===== config.mk =====
export PLATFORM = sky130hd
export DESIGN_NAME = mqtt_topic_filter_matcher_top
export DESIGN_NICKNAME = d
export VERILOG_FILES = /design/src/rtl/mtfm_pkg.sv /design/src/rtl/mqtt_topic_filter_matcher_top.sv
export SDC_FILE = /design/constraint.sdc
export NUM_CORES = 1
export LEC_CHECK = 0
export BUFFER_PORTS_ARGS = -buffer_cell sky130_fd_sc_hd__buf_2
export CORE_ASPECT_RATIO = 2
export CORE_MARGIN = 10
export CORE_UTILIZATION = 27
export CTS_BUF_LIST = sky130_fd_sc_hd__clkbuf_8
export DETAILED_ROUTE_END_ITERATION = 16
export SKIP_LAST_GASP = 1
export SYNTH_ARGS = -nofsm -noshare
export SYNTH_HDL_FRONTEND = slang
export SYNTH_SLANG_ARGS = --single-unit

===== constraint.sdc =====
create_clock -name clk -period 10.7 [get_ports clk]
set_clock_uncertainty 0.05 [all_clocks]
set_input_delay 0.535 -clock clk [delete_from_list [all_inputs] [get_ports clk]]
set_output_delay 0.535 -clock clk [all_outputs]
set_load 0.05 [all_outputs]

===== src/rtl/mtfm_pkg.sv =====
// mtfm_pkg: shared types and constants for the topic filter matcher
// request and result payload structs, character codes, default store depth
// no dependencies
package mtfm_pkg;

  localparam int MAX_FILTER_LEN_DEF = 64;

  localparam logic [7:0] CH_HASH  = 8'h23;
  localparam logic [7:0] CH_PLUS  = 8'h2B;
  localparam logic [7:0] CH_SLASH = 8'h2F;

  localparam logic KIND_FILTER = 1'b0;
  localparam logic KIND_TOPIC  = 1'b1;

  typedef struct packed {
    logic       kind;
    logic [7:0] char_code;
    logic       last;
  } req_t;

  typedef struct packed {
    logic matched;
    logic filter_too_long;
  } res_t;

endpackage


===== src/rtl/mqtt_topic_filter_matcher_top.sv =====
// mqtt_topic_filter_matcher_top: loads a subscription filter and matches topics against it
// uses mtfm_pkg for payload types and character codes
// the result of the last topic character is registered in the output or skid entry
// one request per cycle unless stalled; the store read ports follow the updated position
// a result held behind a stalled result stalls requests until the output drains
// reset clears all control state; the store is not cleared, an empty filter matches nothing
module mqtt_topic_filter_matcher_top #(
  parameter int MAX_FILTER_LEN = mtfm_pkg::MAX_FILTER_LEN_DEF
) (
  input  logic          clk,
  input  logic          rst,
  input  logic          req_valid,
  output logic          req_stall,
  input  mtfm_pkg::req_t req,
  output logic          res_valid,
  input  logic          res_stall,
  output mtfm_pkg::res_t res
);

  localparam int AW = (MAX_FILTER_LEN > 1) ? $clog2(MAX_FILTER_LEN) : 1;
  localparam int LW = $clog2(MAX_FILTER_LEN + 1);

  // filter store
  logic [7:0] store [MAX_FILTER_LEN];
  logic [7:0] rd0;
  logic [7:0] rd1;
  logic           we;
  logic [AW-1:0]  waddr;
  logic [AW-1:0]  ra0;
  logic [AW-1:0]  ra1;

  // filter state
  logic [LW-1:0] flen;
  logic [LW-1:0] flen_next;
  logic          fcomplete;
  logic          fcomplete_next;
  logic          fovf;
  logic          fovf_next;
  logic          tail_hash;
  logic          tail_hash_next;
  logic          tail_slash;
  logic          tail_slash_next;
  logic          tail_slash_hash;
  logic          tail_slash_hash_next;

  // topic state
  logic [LW-1:0] pos;
  logic [LW-1:0] pos_next;
  logic          skipping;
  logic          skipping_next;
  logic          mismatch;
  logic          mismatch_next;
  logic          hash_hit;
  logic          hash_hit_next;

  // result buffer
  logic           skid_valid;
  mtfm_pkg::res_t skid;
  logic           new_valid;
  mtfm_pkg::res_t new_res;

  logic          accept;
  logic          restart;
  logic [LW-1:0] len_base;
  logic          f0v;
  logic          f1v;
  logic [LW:0]   pos_ext1;
  logic [LW:0]   len_ext;
  logic [LW:0]   pn_ext1;
  logic [LW:0]   pn_ext2;
  logic          rest_ok;

  assign req_stall = skid_valid;
  assign accept    = req_valid && !req_stall;

  assign len_ext  = {1'b0, flen};
  assign pos_ext1 = {1'b0, pos} + (LW+1)'(1);
  assign f0v      = pos < flen;
  assign f1v      = pos_ext1 < len_ext;
  assign restart  = fcomplete;
  assign len_base = restart ? '0 : flen;

  always_comb begin
    flen_next            = flen;
    fcomplete_next       = fcomplete;
    fovf_next            = fovf;
    tail_hash_next       = tail_hash;
    tail_slash_next      = tail_slash;
    tail_slash_hash_next = tail_slash_hash;
    pos_next             = pos;
    skipping_next        = skipping;
    mismatch_next        = mismatch;
    hash_hit_next        = hash_hit;
    we                   = 1'b0;
    waddr                = len_base[AW-1:0];
    new_valid            = 1'b0;
    new_res              = '0;
    pn_ext1              = '0;
    pn_ext2              = '0;
    rest_ok              = 1'b0;
    if (accept) begin
      if (req.kind == mtfm_pkg::KIND_FILTER) begin
        pos_next      = '0;
        skipping_next = 1'b0;
        mismatch_next = 1'b0;
        hash_hit_next = 1'b0;
        fovf_next     = restart ? 1'b0 : fovf;
        flen_next     = len_base;
        if (len_base < LW'(MAX_FILTER_LEN)) begin
          we                   = 1'b1;
          flen_next            = len_base + LW'(1);
          tail_hash_next       = req.char_code == mtfm_pkg::CH_HASH;
          tail_slash_hash_next = !restart && (flen != '0) && tail_slash &&
                                 (req.char_code == mtfm_pkg::CH_HASH);
          tail_slash_next      = req.char_code == mtfm_pkg::CH_SLASH;
        end else begin
          fovf_next = 1'b1;
        end
        fcomplete_next = req.last;
      end else begin
        if (mismatch || hash_hit) begin
          pos_next = pos;
        end else if (skipping) begin
          if (req.char_code == mtfm_pkg::CH_SLASH) begin
            skipping_next = 1'b0;
            if (f0v && rd0 == mtfm_pkg::CH_SLASH) begin
              pos_next = pos + LW'(1);
            end else begin
              mismatch_next = 1'b1;
            end
          end
        end else if (!f0v) begin
          mismatch_next = 1'b1;
        end else if (rd0 == mtfm_pkg::CH_HASH) begin
          hash_hit_next = 1'b1;
        end else if (rd0 == mtfm_pkg::CH_PLUS) begin
          pos_next      = pos + LW'(1);
          skipping_next = 1'b1;
          if (req.char_code == mtfm_pkg::CH_SLASH) begin
            skipping_next = 1'b0;
            if (f1v && rd1 == mtfm_pkg::CH_SLASH) begin
              pos_next = pos + LW'(2);
            end else begin
              mismatch_next = 1'b1;
            end
          end
        end else if (rd0 == req.char_code) begin
          pos_next = pos + LW'(1);
        end else begin
          mismatch_next = 1'b1;
        end
        if (req.last) begin
          pn_ext1 = {1'b0, pos_next} + (LW+1)'(1);
          pn_ext2 = {1'b0, pos_next} + (LW+1)'(2);
          rest_ok = (pos_next >= flen) || (pn_ext1 == len_ext && tail_hash) ||
                    (pn_ext2 == len_ext && tail_slash_hash);
          new_valid               = 1'b1;
          new_res.filter_too_long = fovf;
          new_res.matched         = !fovf && !mismatch_next && (hash_hit_next || rest_ok);
          pos_next                = '0;
          skipping_next           = 1'b0;
          mismatch_next           = 1'b0;
          hash_hit_next           = 1'b0;
        end
      end
    end
  end

  assign ra0 = pos_next[AW-1:0];
  assign ra1 = ra0 + AW'(1);

  always_ff @(posedge clk) begin
    if (we) begin
      store[waddr] <= req.char_code;
    end
    rd0 <= (we && waddr == ra0) ? req.char_code : store[ra0];
    rd1 <= (we && waddr == ra1) ? req.char_code : store[ra1];
  end

  always_ff @(posedge clk) begin
    if (rst) begin
      flen            <= '0;
      fcomplete       <= 1'b1;
      fovf            <= 1'b0;
      tail_hash       <= 1'b0;
      tail_slash      <= 1'b0;
      tail_slash_hash <= 1'b0;
      pos             <= '0;
      skipping        <= 1'b0;
      mismatch        <= 1'b0;
      hash_hit        <= 1'b0;
    end else begin
      flen            <= flen_next;
      fcomplete       <= fcomplete_next;
      fovf            <= fovf_next;
      tail_hash       <= tail_hash_next;
      tail_slash      <= tail_slash_next;
      tail_slash_hash <= tail_slash_hash_next;
      pos             <= pos_next;
      skipping        <= skipping_next;
      mismatch        <= mismatch_next;
      hash_hit        <= hash_hit_next;
    end
  end

  // output register with skid entry behind it
  always_ff @(posedge clk) begin
    if (rst) begin
      res_valid  <= 1'b0;
      skid_valid <= 1'b0;
    end else if (!res_valid || !res_stall) begin
      res_valid  <= skid_valid || new_valid;
      skid_valid <= 1'b0;
    end else if (new_valid) begin
      skid_valid <= 1'b1;
    end
  end

  always_ff @(posedge clk) begin
    if (!res_valid || !res_stall) begin
      res <= skid_valid ? skid : new_res;
    end
    if (new_valid && res_valid && res_stall) begin
      skid <= new_res;
    end
  end

`ifndef SYNTHESIS
  a_skid_behind_out: assert property (@(posedge clk) disable iff (rst)
    skid_valid |-> res_valid)
    else $error("skid entry held without output entry");

  a_pos_in_filter: assert property (@(posedge clk) disable iff (rst)
    pos <= flen)
    else $error("filter position beyond filter length");

  a_last_topic_gives_result: assert property (@(posedge clk) disable iff (rst)
    (accept && req.kind == mtfm_pkg::KIND_TOPIC && req.last) |=> res_valid)
    else $error("no result after last topic character");

  a_overflow_never_matches: assert property (@(posedge clk) disable iff (rst)
    (res_valid && res.filter_too_long) |-> !res.matched)
    else $error("overflowed filter reported a match");
`endif

endmodule

==> results.toml, run 1 <==
[place]
globalplace.congestion = 0.978
placed_area_mm2 = 0.0272
hpwl_mm = 66.4
port-buffer-count = 17
pre_cts_slack_ns = 3.30

[clock_network]
cts_tree = "built"
cts_buffers = 73
post_cts_buffers = 0
root_buffer = "clkbuf_8"
h-tree-depth = 3
path_clk_slew_ns = 0.06
numClockSinks = 552
cts_resized = 0
clockBufferDepth = 3
clk_latency_ns = 0.73
hold_buffers = 0

[grt]
antenna_found_initial = 3
overflow = 0
grt_pass1_vias = 17900
grt_pass1_wl_mm = 129
grt_use_total_pct = 16.5
grt_max_degree = 84

[timing]
whs_ns = 0.103
timing.slew.headroom_pct = 20.2
clock.fmax_mhz = 133
fin_crit_ns = 7.52
finalCritPeriodShare_pct = 70.3
setup_viol = 0
drv_slew = 0
setup_tns_ns = 0
hold_viol_final = 0
rsz0062_at_grt = "no"
fin_ws_ns = 3.18
tightest_slew_ns = 1.19

[setup_path]
path_class = "flop to flop"
arrival_ns = 7.90
crit_chain = "buf_4, mux4_2, a2bb2oi_1, a221oi_1, or4b_1, a21boi_4, and4b_1, nand4_1, nand3b_1, o31ai_1, a211oi_2, ha_1, a21o_1, a21oi_1, nor2b_1, o21ai_0, nand2b_1, a21oi_1, nor2b_1, or4_1, a41oi_1, inv_1, o221ai_1, nand3_1"
r2r_setup_slack_ns = 3.18
slowest_stage = "dfxtp_4"
cpPeakStageDelay_ns = 1.00
worstSetupEndpointType = "flop"
path_max_fanout = 45
start_kind = "flop"
reg2regPathDepth = 24
critPathRequiredTime_ns = 11.08

[pwr]
comb_power_share_pct = 2.2
powerDensity_mw_per_mm2 = 142
p_int_uw = 3160
leakage_uw = 0.00858
seq_power_share_pct = 58.1
p_clk_share_pct = 39.6
p_sw_uw = 900
ir_drop_mv = 0.0688
switching_share_pct = 22.2

[drt]
drc = 0
wirelength_mm = 91.8
dr.pass1.iters = 6
vias = 17000
viasPerCell = 5.66
ant_nets = 0
drt_iter0_markers = 1760
wire_per_inst_um = 30.5

[yosys]
ys_seq_area_share_pct = 62.7
synth_edf_count = 516
synth-seq-cells = 552
yosysUniqueCellTypes = 103
synth_top_area_share_pct = 59.9
ys_warn_count = 0
async_reset_ff_share_pct = 0
syn_nets = 1741
syn-cell-area_mm2 = 0.0259
synth_flop_cell = "edfxtp_1"
synth_area_leaders = "edfxtp_1, mux4_2, mux2i_1"
synth_largest_area_cell = "edfxtp_1"
syn_avg_cell_area_um2 = 15.2
synthCells = 1702

[cells_and_area]
nets = 1779
layout_commonest_cell = "edfxtp_1"
drive_above_1_share_pct = 17.0
nFillCells = 9345
final_cell_area_mm2 = 0.0286
post-route-util_pct = 30.1
area_growth_pct = 10.7
final_cell_mix = "edfxtp_1, nor2_1, mux2i_1, mux4_2, clkbuf_8"

[run_status]
status = "complete, no violations"

[run]
maxCapViolations = 0

[hold_path]
hold_path.class = "input pin to flop"
whs_path_depth = 3

[floorplan]
rows = 160
fp.dieW_um = 239
die_y_um = 458
io_pins = 18
initial_core_util_pct = 27.2
design.die.area_mm2 = 0.109
core_mm2 = 0.0951
[cell families (layout without fill, tap and decap cells)]
group           after synthesis  in the layout  share of synthesized area (%)
mux                         230            230                           14.4
xor+xnor                     32             32                           1.14
flops                       552            552                           62.7
buf+inv                     128            217                           2.88
other cells                   0              3                              0
fa+ha+maj                    25             25                           1.21
simple gates                478            478                           10.3
compound gates              257            257                           7.32
[per-layer routing]
metal	track usage, %	share of wire [%]
met1	14.0	29
met2	31.0	54
met3	2.58	5.5
met4	17.1	12
met5	0	0
[synthesized netlist by cell type (9+ instances only)]
master and number:
nand2_1 73, xor2_1 9, dfxtp_1 36, o21ai_0 23
nor2b_1 14, xnor2_1 21, buf_2 19, nand4_1 71
mux4_2 108, inv_1 36, buf_6 10, nor4b_1 35
edfxtp_1 516, a22oi_1 46, and2_1 9, mux2i_1 116
o22ai_1 10, nor3_1 30, nand3_1 32, clkbuf_1 36
nor2_1 124, o31ai_1 9, a211oi_1 11, ha_1 25
nand2b_1 20, a21oi_1 51
[critical path: cells and delay by family, from the launching register on]
family	cells	cell delay, ns
multiplexers	1	0.30
adder cells (fa/ha/maj)	1	0.36
buffers and inverters	2	0.60
AO/OA/AOI/OAI	11	2.57
AND/OR/NAND/NOR	9	2.30
flip-flops	1	1.00
[flip-flops by register name, summed over array words and instances (netlist names), 2 cells and up, named ones only]
name,count
store,512
res,2
skid,2
flen,7
pos,7
[area by class of cell]
cell class	count	area [um2]	area share (%)
inverters	38	143	0.499
repair buffers	53	393	1.37
clock inverters	50	370	1.29
multi-input cells	1022	8900	31.1
diodes	3	7.51	0.0262
clock buffers	76	1050	3.66
flip-flops and latches	552	16200	56.7
well taps	1215	1520	5.31
[power groups by stage]
stage	clock (uW)	combinational (uW)	sequential, uW
finish	1610	90.9	2360
CTS	1630	90.6	2360
floorplan	0	26.5	2410
global placement	0	89.0	2410
detailed placement	0	90.8	2410
global route	1710	94.2	2360
[through the flow]
stage | cells | total power (uW)
after floorplan | 1702 | 2440
after global placement | 2880 | 2500
after detailed placement | 2880 | 2500
after CTS | 3006 | 4080
after global routing | 3007 | 4170
final | 3009 | 4060
[path summary, 6_finish.rpt]
| kind | to | start |
|---|---|---|
| worst min-delay path | fcomplete$_SDFFE_PP1P_ | req[0] |
| worst min register to register | tail_slash$_SDFFE_PP0P_ | tail_slash$_SDFFE_PP0P_ |
| worst max-delay path | res[1]$_DFFE_PP_ | flop |
| worst max register to register | res[1]$_DFFE_PP_ | flop |
Power figures use the tool's default switching activity.
==> run 2, diff against run 1 <==
ABC_AREA = 1   (was not set)
clock period = 7.7 ns   (was 10.7 ns; I/O delays follow)
==> results.toml, run 2 <==
[clock_network]
path_clk_slew_ns = 0.07
post_cts_buffers = 0
h-tree-depth = 3
root_buffer = "clkbuf_8"
clockBufferDepth = 3
cts_buffers = 74
numClockSinks = 552
clk_latency_ns = 0.74
cts_tree = "built"

[timing]
drv_slew = 0
rsz0062_at_grt = "no"
fin_ws_ns = 1.74
timing.slew.headroom_pct = 11.9
setup_tns_ns = 0
clock.fmax_mhz = 168
hold_viol_final = 0
finalCritPeriodShare_pct = 77.5
fin_crit_ns = 5.96
setup_viol = 0
tightest_slew_ns = 1.32

[floorplan]
initial_core_util_pct = 27.2
io_pins = 18
design.die.area_mm2 = 0.116
fp.dieW_um = 246
core_mm2 = 0.101
rows = 165
die_y_um = 471

[setup_path]
r2r_setup_slack_ns = 1.74
arrival_ns = 6.38
critPathRequiredTime_ns = 8.12
path_max_fanout = 160
cp_top_family = "simple AND/OR/NAND/NOR gates"
path_buf_inv = 3
worstSetupEndpointType = "flop"
slowest_stage = "inv_8"
start_kind = "flop"
cpPeakStageDelay_ns = 0.77
timing.rr.end = "res[1]$_DFFE_PP_"
reg2regPathDepth = 30
path_class = "flop to flop"
cp_common_cell = "nand2_1"

[grt]
overflow = 0
antenna_found_initial = 1
grt_pass1_vias = 22300
grt_max_degree = 161
grt_pass1_wl_mm = 139
grt_use_total_pct = 16.1

[hold_path]
min_from = "req[9]"
hold_path.class = "input pin to flop"
whs_path_depth = 4
hold_path_end = "fcomplete$_SDFFE_PP1P_"

[yosys]
synth-seq-cells = 552
synthCells = 3044
synth_edf_count = 516
async_reset_ff_share_pct = 0
ys_seq_area_share_pct = 58.9
syn_nets = 3083
syn-cell-area_mm2 = 0.0275
synth_flop_cell = "edfxtp_1"
ys_warn_count = 0
yosysUniqueCellTypes = 47
synth.most_common_cell = "nand2_1"
syn_avg_cell_area_um2 = 9.04
synth_top_area_share_pct = 56.3
synth_largest_area_cell = "edfxtp_1"
synth_area_leaders = "edfxtp_1, nand2_1, nand3_1"
synthTopCellsByCount = "nand2_1, nand3_1, edfxtp_1, nor2_1, inv_1"

[drt]
dr.pass1.iters = 6
wirelength_mm = 95.7
vias = 22400
drc = 0
drt_iter0_markers = 1681
ant_nets = 0
viasPerCell = 5.06
wire_per_inst_um = 21.6

[pwr]
leakage_uw = 0.0112
ir_drop_mv = 0.108
powerDensity_mw_per_mm2 = 193
p_total_uw = 5880

[cells_and_area]
largest_reg_flops = 512
final_cell_mix = "nand2_1, nand3_1, edfxtp_1, nor2_1, inv_1"
area_growth_pct = 10.8
layout.cells.non_filler = 4419
final_cell_area_mm2 = 0.0305
top_regs = "store (512), flen (7), pos (7)"
drive_above_1_share_pct = 6.85
layout_commonest_cell = "nand2_1"
nets = 3063
regMostFlops = "store"

[run_status]
status = "complete, no violations"

[place]
placed_area_mm2 = 0.0289
dp_cells = 4281
hpwl_mm = 63.7
globalplace.congestion = 0.930
pre_cts_slack_ns = 1.81
port-buffer-count = 17

[run]
maxCapViolations = 0
run 2: kinds of logic after synthesis:
family | count (synthesis) | synth area share [%]
flip-flops | 552 | 58.9
buffers and inverters | 322 | 5.25
XOR/XNOR | 10 | 0.318
AND/OR/NAND/NOR | 1969 | 30.9
adder cells (fa/ha/maj) | 25 | 1.14
AO/OA/AOI/OAI | 166 | 3.42
run 2: metrics by stage:
step	hold WS [ns]	utilization, %
final	0.0463	30.1
after global routing	0.0293	30.1
after CTS	0.0157	30.1
after detailed placement	0.430	28.5
after global placement	0.436	28.5
after floorplan	0.392	-
run 2: layout make-up:
type / count / area (um2)
fillers: 10700 / 70700
flip-flops and latches: 552 / 16200
multi-input cells: 2170 / 9850
well taps: 1336 / 1670
clock buffers: 77 / 1060
inverters: 167 / 637
clock inverters: 57 / 523
repair buffers: 59 / 495
diodes: 1 / 2.50
run 2: metal layers:
| layer | vias to the layer above | part of all wire, % | track usage [%] |
|---|---|---|---|
| met5 | - | 0 | 0 |
| met3 | 373 | 5.3 | 2.38 |
| met1 | 10700 | 32 | 14.8 |
| met2 | 971 | 53 | 29.9 |
| met4 | 0 | 9.5 | 14.6 |
| li1 | 10400 | - | - |
run 2: worst max-delay path by stage:
stage | from | end | slack [ns] | depth (start not counted)
global route | flop | res[1]$_DFFE_PP_ | 1.17 | 30
finish | flop | res[1]$_DFFE_PP_ | 1.74 | 30
CTS | flop | res[1]$_DFFE_PP_ | 1.82 | 30
detailed placement | flop | res[1]$_DFFE_PP_ | 1.81 | 30
global placement | flop | res[1]$_DFFE_PP_ | 1.78 | 30
floorplan | pos[2]$_SDFF_PP0_ | res[1]$_DFFE_PP_ | 3.32 | 34
run 2: worst min-delay path, stage by stage:
cell,delay (ns)
buf_2,0.13
nor2_1,0.10
nand2_1,0.07
nand3_1,0.07
run 2: repair_timing:
item	4_1_cts	5_1_grt
hold endpoints to repair	8	0
gates resized for setup	0	0
hold buffers	3	0
endpoints found under the setup margin	0	0
run 2: power by group:
part	leakage, uW	internal (uW)	switching, uW	total [uW]
combinational	0.00550	26.4	125	151
clock	0.000806	1280	1170	2440
sequential	0.00494	3280	4.46	3280
